--- config.mk ---
export PLATFORM = sky130hd
export DESIGN_NAME = pwm_pulse_burst_generator
export DESIGN_NICKNAME = d
export VERILOG_FILES = /design/src/ppbg_pkg.sv /design/src/pwm_pulse_burst_generator.sv /design/src/ppbg_divider.sv
export SDC_FILE = /design/constraint.sdc
export NUM_CORES = 1
export LEC_CHECK = 0
export BUFFER_PORTS_ARGS = -buffer_cell sky130_fd_sc_hd__buf_4
export CAP_MARGIN = 30
export CORE_ASPECT_RATIO = 0.6
export CORE_MARGIN = 2
export CORE_UTILIZATION = 57
export CTS_CLUSTER_DIAMETER = 120
export DETAILED_ROUTE_END_ITERATION = 8
export PLACE_DENSITY = 0.75
export RECOVER_POWER = 25
export SLEW_MARGIN = 20
export SYNTH_ARGS = -nofsm -noshare
export SYNTH_HDL_FRONTEND = slang
export SYNTH_SLANG_ARGS = --single-unit
--- constraint.sdc ---
create_clock -name clock -period 9.17 [get_ports clock]
set_input_delay 0.4585 -clock clock [delete_from_list [all_inputs] [get_ports clock]]
set_output_delay 0.4585 -clock clock [all_outputs]
set_load 0.05 [all_outputs]
--- src/ppbg_pkg.sv ---
// Shared constants and types for the burst pulse generator.
package ppbg_pkg;

   // Channel count and derived widths.
   localparam int CHANNELS = 3;
   localparam int CH_W     = (CHANNELS > 1) ? $clog2(CHANNELS) : 1;
   localparam int SHOWN_CH = (CHANNELS < 3) ? CHANNELS : 3;

   // Register reset values.
   localparam logic [15:0] PERIOD_TICKS_RESET = 16'd46874;
   localparam logic [15:0] PERIOD_US_RESET    = 16'd5000;
   localparam logic [15:0] COMPARE_RESET      = PERIOD_TICKS_RESET >> 1;

   // Register indexes, decoded from the word address.
   localparam logic REG_PERIOD_TICKS = 1'b0;
   localparam logic REG_PERIOD_US    = 1'b1;

   // Request kinds and the broadcast channel select.
   localparam logic       REQ_TICK  = 1'b0;
   localparam logic       REQ_START = 1'b1;
   localparam logic [1:0] SEL_ALL   = 2'd3;

   // Divider: one quotient bit per step.
   localparam int          DIV_STEPS = 16;
   localparam int          DIV_CNT_W = $clog2(DIV_STEPS);
   localparam logic [DIV_CNT_W-1:0] DIV_LAST = DIV_CNT_W'(DIV_STEPS - 1);

   // Handshake between the sequencer and the divider.
   typedef struct packed {
      logic        start;
      logic [31:0] dividend;
      logic [15:0] divisor;
   } div_req_type;

   typedef struct packed {
      logic        done;
      logic [15:0] quotient;
   } div_rsp_type;

endpackage

--- src/pwm_pulse_burst_generator.sv ---
// Top level of the three-channel burst pulse generator with its sequencer.
//
// Every request transaction gives exactly one response transaction. A tick
// walks the channels one per cycle through a single shared counter update
// and then gives its response. A start runs the width scaling through one
// 16x16 multiply and then the bit-serial divider, sixteen steps plus hand-off,
// before it loads the channels; a rejected start goes straight to its response.
// The block takes no new request while one is being worked on. A response
// that is not yet taken does not hold off the next request; the sequencer
// waits only when it has a new response and the output register is full.
module pwm_pulse_burst_generator
   import ppbg_pkg::*;
(
   input  logic        clock,
   input  logic        reset,
   // Request channel.
   input  logic        req_tvalid,
   output logic        req_tready,
   input  logic [39:0] req_tdata,  // [1:0] channel_select, [17:2] pulse_count,
                                   // [33:18] pulse_width_us, [39:34] zero
   input  logic        req_tuser,  // [0] req_type
   // Response channel.
   output logic        rsp_tvalid,
   input  logic        rsp_tready,
   output logic [7:0]  rsp_tdata,  // [2:0] pulse_levels, [5:3] busy_mask, [7:6] zero
   output logic        rsp_tuser,  // [0] accepted
   // Register port.
   input  logic        csr_psel,
   input  logic        csr_penable,
   input  logic        csr_pwrite,
   input  logic [2:0]  csr_paddr,
   input  logic [31:0] csr_pwdata,
   output logic [31:0] csr_prdata,
   output logic        csr_pready
);

   typedef enum logic [5:0] {
      S_IDLE   = 6'b000001,
      S_TICK   = 6'b000010,
      S_MUL    = 6'b000100,
      S_DIV    = 6'b001000,
      S_LOAD   = 6'b010000,
      S_RESULT = 6'b100000
   } state_type;

   state_type state_ff, state_in;

   // Configuration registers.
   logic [15:0] period_ticks_ff, period_ticks_in;
   logic [15:0] period_us_ff, period_us_in;

   // Captured request.
   logic [1:0]  sel_ff, sel_in;
   logic [15:0] count_ff, count_in;
   logic [15:0] width_ff, width_in;
   logic        acc_ff, acc_in;

   // Per-channel state.
   logic [15:0] counter_ff [CHANNELS];
   logic [15:0] counter_in [CHANNELS];
   logic [15:0] compare_ff [CHANNELS];
   logic [15:0] compare_in [CHANNELS];
   logic [15:0] done_ff    [CHANNELS];
   logic [15:0] done_in    [CHANNELS];
   logic [15:0] last_ff    [CHANNELS];
   logic [15:0] last_in    [CHANNELS];
   logic [CHANNELS-1:0] running_ff, running_in;
   logic [CHANNELS-1:0] level_ff, level_in;

   // Sequencer working registers.
   logic [CH_W-1:0] ch_ff, ch_in;
   logic [31:0]     product_ff, product_in;
   logic            div_start_ff, div_start_in;

   // Response register.
   logic       rsp_valid_ff, rsp_valid_in;
   logic       rsp_acc_ff, rsp_acc_in;
   logic [2:0] rsp_levels_ff, rsp_levels_in;
   logic [2:0] rsp_busy_ff, rsp_busy_in;

   // Shared channel update unit.
   logic [15:0] cur_cnt, cur_cmp, cur_done, cur_last;
   logic        cur_run;
   logic [15:0] tk_cnt, tk_done;
   logic        tk_run, tk_lvl, tk_check;

   // Request fields and decode.
   logic [1:0]  req_sel;
   logic [15:0] req_count, req_width;
   logic        req_reject;
   logic        req_accept, rsp_accept, rsp_free;
   logic        csr_write;
   logic [15:0] cmp_value;
   logic [2:0]  show_levels, show_busy;

   div_req_type div_req;
   div_rsp_type div_rsp;

   ppbg_divider u_divider (
      .clock   (clock),
      .reset   (reset),
      .div_req (div_req),
      .div_rsp (div_rsp)
   );

   assign div_req.start    = div_start_ff;
   assign div_req.dividend = product_ff;
   assign div_req.divisor  = period_us_ff;

   // Handshakes.
   assign req_tready = (state_ff == S_IDLE);
   assign req_accept = req_tvalid && req_tready;
   assign rsp_accept = rsp_valid_ff && rsp_tready;
   assign rsp_free   = !rsp_valid_ff || rsp_tready;

   assign req_sel   = req_tdata[1:0];
   assign req_count = req_tdata[17:2];
   assign req_width = req_tdata[33:18];

   // A start is refused for a zero count, a zero or too long width, or a
   // single channel that does not exist.
   assign req_reject = (req_count == 16'd0) || (req_width == 16'd0) ||
                       (req_width >= period_us_ff) ||
                       ((req_sel != SEL_ALL) && (32'(req_sel) >= CHANNELS));

   // Register port: writes on the access phase, reads are combinational.
   assign csr_pready = 1'b1;
   assign csr_write  = csr_psel && csr_penable && csr_pwrite && csr_pready;

   always_comb begin
      period_ticks_in = period_ticks_ff;
      period_us_in    = period_us_ff;
      if (csr_write) begin
         unique case (csr_paddr[2])
            REG_PERIOD_TICKS: period_ticks_in = csr_pwdata[15:0];
            REG_PERIOD_US:    period_us_in    = csr_pwdata[15:0];
            default:          period_ticks_in = period_ticks_ff;
         endcase
      end
   end

   always_comb begin
      unique case (csr_paddr[2])
         REG_PERIOD_TICKS: csr_prdata = {16'd0, period_ticks_ff};
         REG_PERIOD_US:    csr_prdata = {16'd0, period_us_ff};
         default:          csr_prdata = 32'd0;
      endcase
   end

   // The channel picked by the sequencer goes through one tick.
   assign cur_cnt  = counter_ff[ch_ff];
   assign cur_cmp  = compare_ff[ch_ff];
   assign cur_done = done_ff[ch_ff];
   assign cur_last = last_ff[ch_ff];
   assign cur_run  = running_ff[ch_ff];

   always_comb begin
      tk_cnt   = cur_cnt;
      tk_done  = cur_done;
      tk_run   = cur_run;
      tk_lvl   = level_ff[ch_ff];
      tk_check = 1'b0;
      if (cur_run) begin
         tk_check = 1'b1;
         if (cur_cnt >= period_ticks_ff) begin
            // Period end: wrap, drop the output and count one pulse.
            tk_cnt  = 16'd0;
            tk_lvl  = 1'b0;
            tk_done = cur_done + 16'd1;
            if (cur_done >= cur_last) begin
               tk_run   = 1'b0;
               tk_check = 1'b0;
            end
         end else begin
            tk_cnt = cur_cnt + 16'd1;
         end
         if (tk_check && (tk_cnt == cur_cmp)) begin
            tk_lvl = 1'b1;
         end
      end
   end

   // Compare value from the scaled width.
   assign cmp_value = period_ticks_ff - div_rsp.quotient;

   // Output masks show the first three channels only.
   always_comb begin
      show_levels = 3'b000;
      show_busy   = 3'b000;
      for (int i = 0; i < SHOWN_CH; i++) begin
         show_levels[i] = level_ff[i];
         show_busy[i]   = running_ff[i];
      end
   end

   // Sequencer.
   always_comb begin
      state_in      = state_ff;
      sel_in        = sel_ff;
      count_in      = count_ff;
      width_in      = width_ff;
      acc_in        = acc_ff;
      ch_in         = ch_ff;
      product_in    = product_ff;
      div_start_in  = 1'b0;
      running_in    = running_ff;
      level_in      = level_ff;
      for (int i = 0; i < CHANNELS; i++) begin
         counter_in[i] = counter_ff[i];
         compare_in[i] = compare_ff[i];
         done_in[i]    = done_ff[i];
         last_in[i]    = last_ff[i];
      end
      rsp_valid_in  = rsp_accept ? 1'b0 : rsp_valid_ff;
      rsp_acc_in    = rsp_acc_ff;
      rsp_levels_in = rsp_levels_ff;
      rsp_busy_in   = rsp_busy_ff;

      unique case (state_ff)
         S_IDLE: begin
            if (req_accept) begin
               sel_in   = req_sel;
               count_in = req_count;
               width_in = req_width;
               ch_in    = '0;
               if (req_tuser == REQ_TICK) begin
                  acc_in   = 1'b1;
                  state_in = S_TICK;
               end else if (req_reject) begin
                  acc_in   = 1'b0;
                  state_in = S_RESULT;
               end else begin
                  acc_in   = 1'b1;
                  state_in = S_MUL;
               end
            end
         end
         S_TICK: begin
            counter_in[ch_ff] = tk_cnt;
            done_in[ch_ff]    = tk_done;
            running_in[ch_ff] = tk_run;
            level_in[ch_ff]   = tk_lvl;
            if (ch_ff == CH_W'(CHANNELS - 1)) begin
               state_in = S_RESULT;
            end else begin
               ch_in = ch_ff + CH_W'(1);
            end
         end
         S_MUL: begin
            product_in   = width_ff * period_ticks_ff;
            div_start_in = 1'b1;
            state_in     = S_DIV;
         end
         S_DIV: begin
            if (div_rsp.done) begin
               state_in = S_LOAD;
            end
         end
         S_LOAD: begin
            // Start the named channels, overriding any running burst.
            for (int i = 0; i < CHANNELS; i++) begin
               if ((sel_ff == SEL_ALL) || (32'(sel_ff) == i)) begin
                  done_in[i]    = 16'd0;
                  last_in[i]    = count_ff - 16'd1;
                  compare_in[i] = cmp_value;
                  counter_in[i] = 16'd0;
                  level_in[i]   = 1'b0;
                  running_in[i] = 1'b1;
               end
            end
            state_in = S_RESULT;
         end
         S_RESULT: begin
            if (rsp_free) begin
               rsp_valid_in  = 1'b1;
               rsp_acc_in    = acc_ff;
               rsp_levels_in = show_levels;
               rsp_busy_in   = show_busy;
               state_in      = S_IDLE;
            end
         end
         default: state_in = S_IDLE;
      endcase
   end

   always_ff @(posedge clock) begin
      if (reset) begin
         state_ff        <= S_IDLE;
         period_ticks_ff <= PERIOD_TICKS_RESET;
         period_us_ff    <= PERIOD_US_RESET;
         running_ff      <= '0;
         level_ff        <= '0;
         div_start_ff    <= 1'b0;
         rsp_valid_ff    <= 1'b0;
         for (int i = 0; i < CHANNELS; i++) begin
            counter_ff[i] <= 16'd0;
            compare_ff[i] <= COMPARE_RESET;
            done_ff[i]    <= 16'd0;
            last_ff[i]    <= 16'd0;
         end
      end else begin
         state_ff        <= state_in;
         period_ticks_ff <= period_ticks_in;
         period_us_ff    <= period_us_in;
         running_ff      <= running_in;
         level_ff        <= level_in;
         div_start_ff    <= div_start_in;
         rsp_valid_ff    <= rsp_valid_in;
         for (int i = 0; i < CHANNELS; i++) begin
            counter_ff[i] <= counter_in[i];
            compare_ff[i] <= compare_in[i];
            done_ff[i]    <= done_in[i];
            last_ff[i]    <= last_in[i];
         end
      end
      sel_ff        <= sel_in;
      count_ff      <= count_in;
      width_ff      <= width_in;
      acc_ff        <= acc_in;
      ch_ff         <= ch_in;
      product_ff    <= product_in;
      rsp_acc_ff    <= rsp_acc_in;
      rsp_levels_ff <= rsp_levels_in;
      rsp_busy_ff   <= rsp_busy_in;
   end

   assign rsp_tvalid = rsp_valid_ff;
   assign rsp_tdata  = {2'b00, rsp_busy_ff, rsp_levels_ff};
   assign rsp_tuser  = rsp_acc_ff;

   // A channel output is only ever high while its burst runs.
   assert property (@(posedge clock) disable iff (reset)
      (level_ff & ~running_ff) == '0)
      else $error("channel output high on a stopped channel");

   // The scaled width never exceeds the period, since width is below period_us.
   assert property (@(posedge clock) disable iff (reset)
      (state_ff == S_LOAD) |-> (div_rsp.quotient <= period_ticks_ff))
      else $error("scaled width exceeds the period");

   // The channel walk never leaves the channel range.
   assert property (@(posedge clock) disable iff (reset)
      (state_ff == S_TICK) |-> (32'(ch_ff) < CHANNELS))
      else $error("tick sequencer beyond the last channel");

   // A divide result arrives only while the sequencer waits for it.
   assert property (@(posedge clock) disable iff (reset)
      div_rsp.done |-> (state_ff == S_DIV))
      else $error("divider finished outside the divide phase");

endmodule

--- src/ppbg_divider.sv ---
// Iterative restoring divider, one quotient bit per clock cycle.
module ppbg_divider
   import ppbg_pkg::*;
(
   input  logic        clock,
   input  logic        reset,
   input  div_req_type div_req,
   output div_rsp_type div_rsp
);

   logic [15:0]          rem_ff, rem_in;
   logic [15:0]          dvd_ff, dvd_in;
   logic [15:0]          divisor_ff, divisor_in;
   logic [15:0]          quo_ff, quo_in;
   logic [DIV_CNT_W-1:0] cnt_ff, cnt_in;
   logic                 busy_ff, busy_in;
   logic                 done_ff, done_in;
   logic [16:0]          trial;
   logic [16:0]          diff;

   // Trial subtraction of the divisor from the shifted partial remainder.
   assign trial = {rem_ff, dvd_ff[15]};
   assign diff  = trial - {1'b0, divisor_ff};

   // The quotient is known to fit in 16 bits, so the upper dividend half
   // already lies below the divisor and seeds the remainder.
   always_comb begin
      rem_in     = rem_ff;
      dvd_in     = dvd_ff;
      divisor_in = divisor_ff;
      quo_in     = quo_ff;
      cnt_in     = cnt_ff;
      busy_in    = busy_ff;
      done_in    = 1'b0;
      if (div_req.start) begin
         rem_in     = div_req.dividend[31:16];
         dvd_in     = div_req.dividend[15:0];
         divisor_in = div_req.divisor;
         cnt_in     = '0;
         busy_in    = 1'b1;
      end else if (busy_ff) begin
         if (!diff[16]) begin
            rem_in = diff[15:0];
            quo_in = {quo_ff[14:0], 1'b1};
         end else begin
            rem_in = trial[15:0];
            quo_in = {quo_ff[14:0], 1'b0};
         end
         dvd_in = {dvd_ff[14:0], 1'b0};
         cnt_in = cnt_ff + DIV_CNT_W'(1);
         if (cnt_ff == DIV_LAST) begin
            busy_in = 1'b0;
            done_in = 1'b1;
         end
      end
   end

   always_ff @(posedge clock) begin
      if (reset) begin
         busy_ff <= 1'b0;
         done_ff <= 1'b0;
         cnt_ff  <= '0;
      end else begin
         busy_ff <= busy_in;
         done_ff <= done_in;
         cnt_ff  <= cnt_in;
      end
      rem_ff     <= rem_in;
      dvd_ff     <= dvd_in;
      divisor_ff <= divisor_in;
      quo_ff     <= quo_in;
   end

   assign div_rsp.done     = done_ff;
   assign div_rsp.quotient = quo_ff;

endmodule
==> metrics.md, run 1 <==
| Metric | Value |
|---|---|
| Status | complete, but fails checks |
| Failing checks | max-capacitance violations, max-slew violations |
| Final Skew | 0.0243 ns |
| Gr usage total | 31.0% |
| PwrDens | 400 nW/um^2 |
| Final WL | 76,500 um |
| Crit. End Element | register |
| Yosys warns | 0 |
| CTS tree | done |
| Placer Congestion | 0.967 |
| Crit path max fanout | 19 |
| Initial DRC count | 2,453 |
| CP max-delay cell | dfxtp_1 |
| Number of antenna violations at the first check in global routing | 1 |
| Crit path cell chain | and2_1 -> fa_1 -> inv_1 -> fa_1 -> fa_1 -> inv_1 -> fa_1 -> fa_1 -> inv_1 -> fa_1 -> inv_1 -> ha_1 -> nand2_1 -> or2_2 -> nor2_1 -> o211ai_1 -> and4_1 -> o31ai_1 -> o211ai_1 -> mux2i_1 -> nor2_1 |
| Yosys reg bits | 386 |
| Final period util | 74.9% |
| Setup TNS | 0 ns |
| Hold Buf Count CTS | 0 |
| IO Port Bufs | 83 |
| Clock-pin transition on the worst setup and hold timing paths | 0.07 ns |
| Min cycle time layout | 6.87 ns |
| PostCTS Resize Cnt | 0 |
| Worst Hold Slack | 0.0979 ns |
| Cell Rows | 62 |
| # setup viols final | 0 |
| Max_cap viols | 1 |
| CTS Buf Count | 39 |
| Number of max-slew violations in the final report | 66 |
| Num ports | 127 |
| Gr ovfl total | 0 |
| Via-to-Cell Ratio | 6.00 |
| Initial DRT Pass Iterations | 6 |
| Clk sinks | 386 |
| Worst skew pair latency | 0.56 ns |
| WP data arrival | 7.17 ns |
| Final hold violations | 0 |
| CP most frequent cell | fa_1 |
| Main flop type after synthesis | edfxtp_1 |
| Die area | 50,000 sq um |
| DR WL/cell | 21.6 um |
| Peak VDD IR | 682 uV |
| Global-route wire length before repair | 119,000 um |
| Post-synthesis sequential area ratio | 36.7% |
| Asr flop ratio synth | 0% |
| Critical Path Start Type | register |
| Die Y | 174 um |
| Initial Utilization | 57.6% |
| Root buffer cell | clkbuf_16 |
| Htree depth | 2 |
| Die width | 287 um |
| Min-Delay Path Class | primary input to register |
| Leak Pwr | 12.6 nW |
| Core ar. | 47,700 sq um |
| Final #Nets | 3,334 |
| Syn_area_per_cell | 9.76 sq um |
| Rel. slew slack | -106% |
| EDFF count, synth | 236 |
| Req. time, crit path | 9.47 ns |
| Share of layout cells above drive strength 1 | 7.19% |
| Number of fill cells | 3,887 |
| Ant diodes | 0 |
| Max Freq | 146 MHz |
| Cells after Synth | 2,817 |
| Routed Antenna Nets | 0 |
| CP peak stage delay | 0.99 ns |
| Clock buffer depth | 3 |
| Mapped Area | 27,500 sq um |
| Post-DP HPWL | 56,100 um |
| Pin count of the biggest net entering global routing | 77 |
| Critical path type | register to register |
| Vias | 21,200 |
| Setup repair after global routing missed its margin | false |
| Number of post-CTS setup repair buffers | 0 |
| Worst slew pin tran | 3.09 ns |
| Yosys cell types | 89 |
| DRC Markers | 0 |
| Area Overhead vs Synth | 8.71% |
| Vias in the first global route | 20,700 |
## Yosys cell counts (63+ instances only)
cell / number / share of area (%)
xnor2_1: 63 / 2.0
clkbuf_1: 97 / 1.3
nand2_1: 320 / 4.4
inv_1: 341 / 4.7
and2_1: 136 / 3.1
dfxtp_1: 150 / 11
mux2i_1: 81 / 3.0
nor2_1: 208 / 2.8
edfxtp_1: 236 / 26
a21oi_1: 111 / 2.0
a22oi_1: 76 / 2.1
fa_1: 196 / 14
o21ai_0: 121 / 2.2
ha_1: 193 / 8.8
## cell type report
cell class | count | area (sq um) | area share, %
Inverter | 347 | 1310 | 4.38
Tap cell | 640 | 801 | 2.68
Multi-Input combinational cell | 1961 | 15500 | 51.9
Timing Repair Buffer | 127 | 847 | 2.84
Clock inverter | 15 | 166 | 0.557
Clock buffer | 56 | 1150 | 3.85
Sequential cell | 386 | 10100 | 33.8
## sequential cells by signal, indices dropped and copies added (netlist names), 32 cells and up, named ones only
signal      cells
done_ff        48
product_ff     32
counter_ff     48
last_ff        48
compare_ff     48
## stage by stage
| step | instance area, sq um | power, mW | util [%] | setup WS (ns) | cells |
|---|---|---|---|---|---|
| floorplan | 27500 | 7.71 | - | 2.99 | 2834 |
| global placement | 28600 | 9.72 | 59.9 | 2.51 | 3450 |
| detailed placement | 28600 | 10.0 | 60.0 | 2.33 | 3453 |
| CTS | 29900 | 11.7 | 62.8 | 2.30 | 3524 |
| global route | 29900 | 12.9 | 62.6 | 2.05 | 3532 |
| finish | 29900 | 11.9 | 62.6 | 2.30 | 3532 |
## per-layer routing
layer	global-route usage (%)	vias to the layer above	wire length, um
met1	46.7	10300	33600
met5	0	-	8
met4	9.83	2	2400
met3	9.97	138	10200
li1	-	9596	-
met2	41.8	1154	30300
## worst max-delay path: cells and delay by family (launching register included)
family	cells	cell delay [ns]
and+or+nand+nor	6	1.10
buffers and inverters	4	0.24
DFF	1	0.99
AOI/OAI and AO/OA	3	0.84
adders and majority gates	7	3.26
muxes	1	0.18
## logic make-up after synthesis
| kind of cell | count (synthesis) | synth area share [%] |
|---|---|---|
| compound gates | 466 | 10.8 |
| flops | 386 | 36.7 |
| fa+ha+maj | 389 | 23.1 |
| other cells | 2 | 0.0273 |
| mux | 99 | 3.69 |
| buf+inv | 487 | 7.18 |
| xor+xnor | 86 | 2.74 |
| simple gates | 902 | 15.8 |
## power breakdown
group	total (mW)	switching, mW	internal (mW)	leakage [nW]
clock	1.66	0.702	0.963	0.645
combinational	7.88	4.88	3.00	8.56
sequential	2.40	0.119	2.28	3.40
total	11.9	5.70	6.25	12.6
## final timing paths
| path | from | endpoint | slack [ns] | cells after the start |
|---|---|---|---|---|
| setup / recovery | period_ticks_ff[6] | product_ff[31] | 2.30 | 21 |
| hold / removal | req_tdata[0] | sel_ff[0] | 0.1 | 1 |
| setup reg to reg | period_ticks_ff[6] | product_ff[31] | 2.30 | 21 |
| hold reg to reg | acc_ff | rsp_tuser | 0.42 | 0 |
## placed cells by master, fill, tap and decap left out, types with 76 or more instances in the layout
master	synthesis	final
nand2_1	320	320
fa_1	196	196
mux2i_1	81	81
edfxtp_1	236	236
a22oi_1	76	76
dfxtp_1	150	147
inv_1	341	341
a21oi_1	111	110
ha_1	193	193
o21ai_0	121	121
and2_1	136	132
nor2_1	208	206
(Power assumes the default switching activity.)
==> run 2, diff against run 1 <==
- PLACE_DENSITY: 0.75 -> 0.78
- clock period: 9.17 -> 6.3 ns (I/O delays scaled with it)
==> metrics.md, run 2 (synthesis results as in run 1) <==
| Metric | Value |
|---|---|
| Status | complete, but fails checks |
| Failing checks | max-capacitance violations, max-slew violations |
| Post-DP HPWL | 59,200 um |
| Area Overhead vs Synth | 11.7% |
| Setup repair after global routing missed its margin | true |
| Vias in the first global route | 21,500 |
| PwrDens | 591 nW/um^2 |
| CP peak stage delay | 0.56 ns |
| Req. time, crit path | 6.60 ns |
| Initial Utilization | 57.6% |
| Total power | 18.1 mW |
| Gr ovfl total | 0 |
| Die Y | 174 um |
| Worst r2r dst | product_ff[30] |
| Clk pwr share | 13.8% |
| R2R Path Start | width_ff[6] |
| Routed Antenna Nets | 0 |
| Comb power frac | 67.1% |
| Rel. slew slack | -91.8% |
| Switch Pwr | 8.22 mW |
| CTS Buf Count | 39 |
| DR WL/cell | 22.0 um |
| Seq pwr share | 19.1% |
| Die area | 50,000 sq um |
| Root buffer cell | clkbuf_16 |
| Internal Pwr Total | 9.92 mW |
| Initial DRT Pass Iterations | 7 |
| Max Freq | 162 MHz |
| CTS tree | done |
| Final hold violations | 0 |
| Worst skew pair latency | 0.56 ns |
| Initial DRC count | 2,896 |
| Peak VDD IR | 1100 uV |
| Switching Share | 45.3% |
| Number of antenna violations at the first check in global routing | 2 |
| IO Port Bufs | 83 |
| Min cycle time layout | 6.17 ns |
| Core ar. | 47,700 sq um |
| Hold Path Origin | req_tuser |
| Htree depth | 2 |
| Gr usage total | 31.8% |
| Final period util | 98.0% |
| Num ports | 127 |
| Leak Pwr | 12.9 nW |
| Worst R2R Setup Slack | 0.13 ns |
| R2R depth | 21 |
| Final WL | 79,500 um |
| DRC Markers | 0 |
| # setup viols final | 0 |
| Clk sinks | 386 |
| Worst slew pin tran | 2.88 ns |
| Pin count of the biggest net entering global routing | 66 |
| Crit path cell chain | buf_4 -> and2_1 -> fa_1 -> inv_1 -> fa_2 -> fa_1 -> inv_1 -> fa_2 -> fa_1 -> inv_1 -> fa_1 -> inv_1 -> ha_1 -> and3_1 -> and4_1 -> o21bai_2 -> a311oi_2 -> o31ai_2 -> o21ai_0 -> a21oi_1 -> xnor2_1 |
| Final Skew | 0.0262 ns |
| WP data arrival | 6.47 ns |
| Via-to-Cell Ratio | 6.05 |
| Most common cell after layout, fill and taps aside | inv_1 |
| Clock-pin transition on the worst setup and hold timing paths | 0.07 ns |
| Placer Congestion | 1.01 |
| Crit path max fanout | 6 |
| Min-Delay Path Class | primary input to register |
| Hold Path End | state_ff[2] |
| Critical path type | register to register |
| Cell Rows | 62 |
| Most frequent cells in the layout | inv_1, nand2_1, edfxtp_1 |
| Final core utilization | 64.3% |
| Crit. End Element | register |
| Top delay family on crit path | adder cells |
| Vias | 21,900 |
| Final #Nets | 3,410 |
| Hold path cells | 3 |
| Global-route wire length before repair | 123,000 um |
| Number of max-slew violations in the final report | 66 |
| WP buf/inv | 5 |
| Clock buffer depth | 3 |
| CP max-delay cell | edfxtp_1 |
| Die width | 287 um |
| Max_cap viols | 1 |
| Critical Path Start Type | register |
| Share of layout cells above drive strength 1 | 9.20% |
## run 2: power groups by stage
stage	clock network, mW	logic [mW]	registers, mW
2_1_floorplan	0	7.81	3.42
3_3_place_gp	0	10.5	3.51
3_5_place_dp	0	10.9	3.52
4_1_cts	2.50	11.1	3.46
5_1_grt	2.60	13.4	3.47
6_report	2.50	12.2	3.47
## run 2: timing repair
action                                 CTS  global route
setup buffers                            3            10
pin swaps                                0             3
setup endpoints to repair                5             8
resized for setup                        4            27
endpoints found under the hold margin   25             0
hold buffers                            25             0
## run 2: routing by layer
metal  global-route usage [%]  share of wire (%)  wire length [um]  vias to the layer above
li1                         -                  -                 -                     9742
met1                     47.7                 42             33300                    10500
met2                     43.7                 40             32000                     1399
met3                     9.70                 14             11400                      204
met4                     10.0                3.4              2730                        0
met5                        0                  0                 0                        -
## run 2: area by class of cell
cell class	instances	area, sq um
antenna	3	7.51
clock buffer	56	1140
clock inverter	16	214
fill	3699	17000
inverter	347	1310
multi-input combinational	1961	15600
sequential	386	10100
tap	640	801
timing repair buffer	203	1490
## run 2: how the worst max path moves through the flow
stage | slack [ns] | cells past startpoint | endpoint | from
final | 0.13 | 21 | product_ff[30] | width_ff[6]
after global placement | 0.04 | 20 | product_ff[30] | period_ticks_ff[1]
after detailed placement | -0.19 | 20 | product_ff[30] | period_ticks_ff[4]
after floorplan | 0.12 | 24 | product_ff[31] | period_ticks_ff[7]
after CTS | 0.003 | 20 | product_ff[30] | period_ticks_ff[5]
after global routing | -0.01 | 21 | product_ff[30] | width_ff[6]
## run 2: worst min-delay path: cells and delay by family
family	cells	cell delay (ns)
and+or+nand+nor	2	0.10
buffers and inverters	1	0.13
## run 2: stage by stage
stage / std cells / setup slack, ns / cell area (sq um) / TNS, ns / hold slack, ns
floorplan: 2834 / 0.118 / 27500 / 0 / 0.400
global placement: 3495 / 0.0429 / 28900 / 0 / 0.406
detailed placement: 3496 / -0.191 / 29000 / -0.804 / 0.428
CTS: 3596 / 0.00252 / 30600 / 0 / 0.0238
global route: 3609 / -0.0146 / 30700 / -0.0231 / 0.0406
finish: 3612 / 0.129 / 30700 / 0 / 0.0354
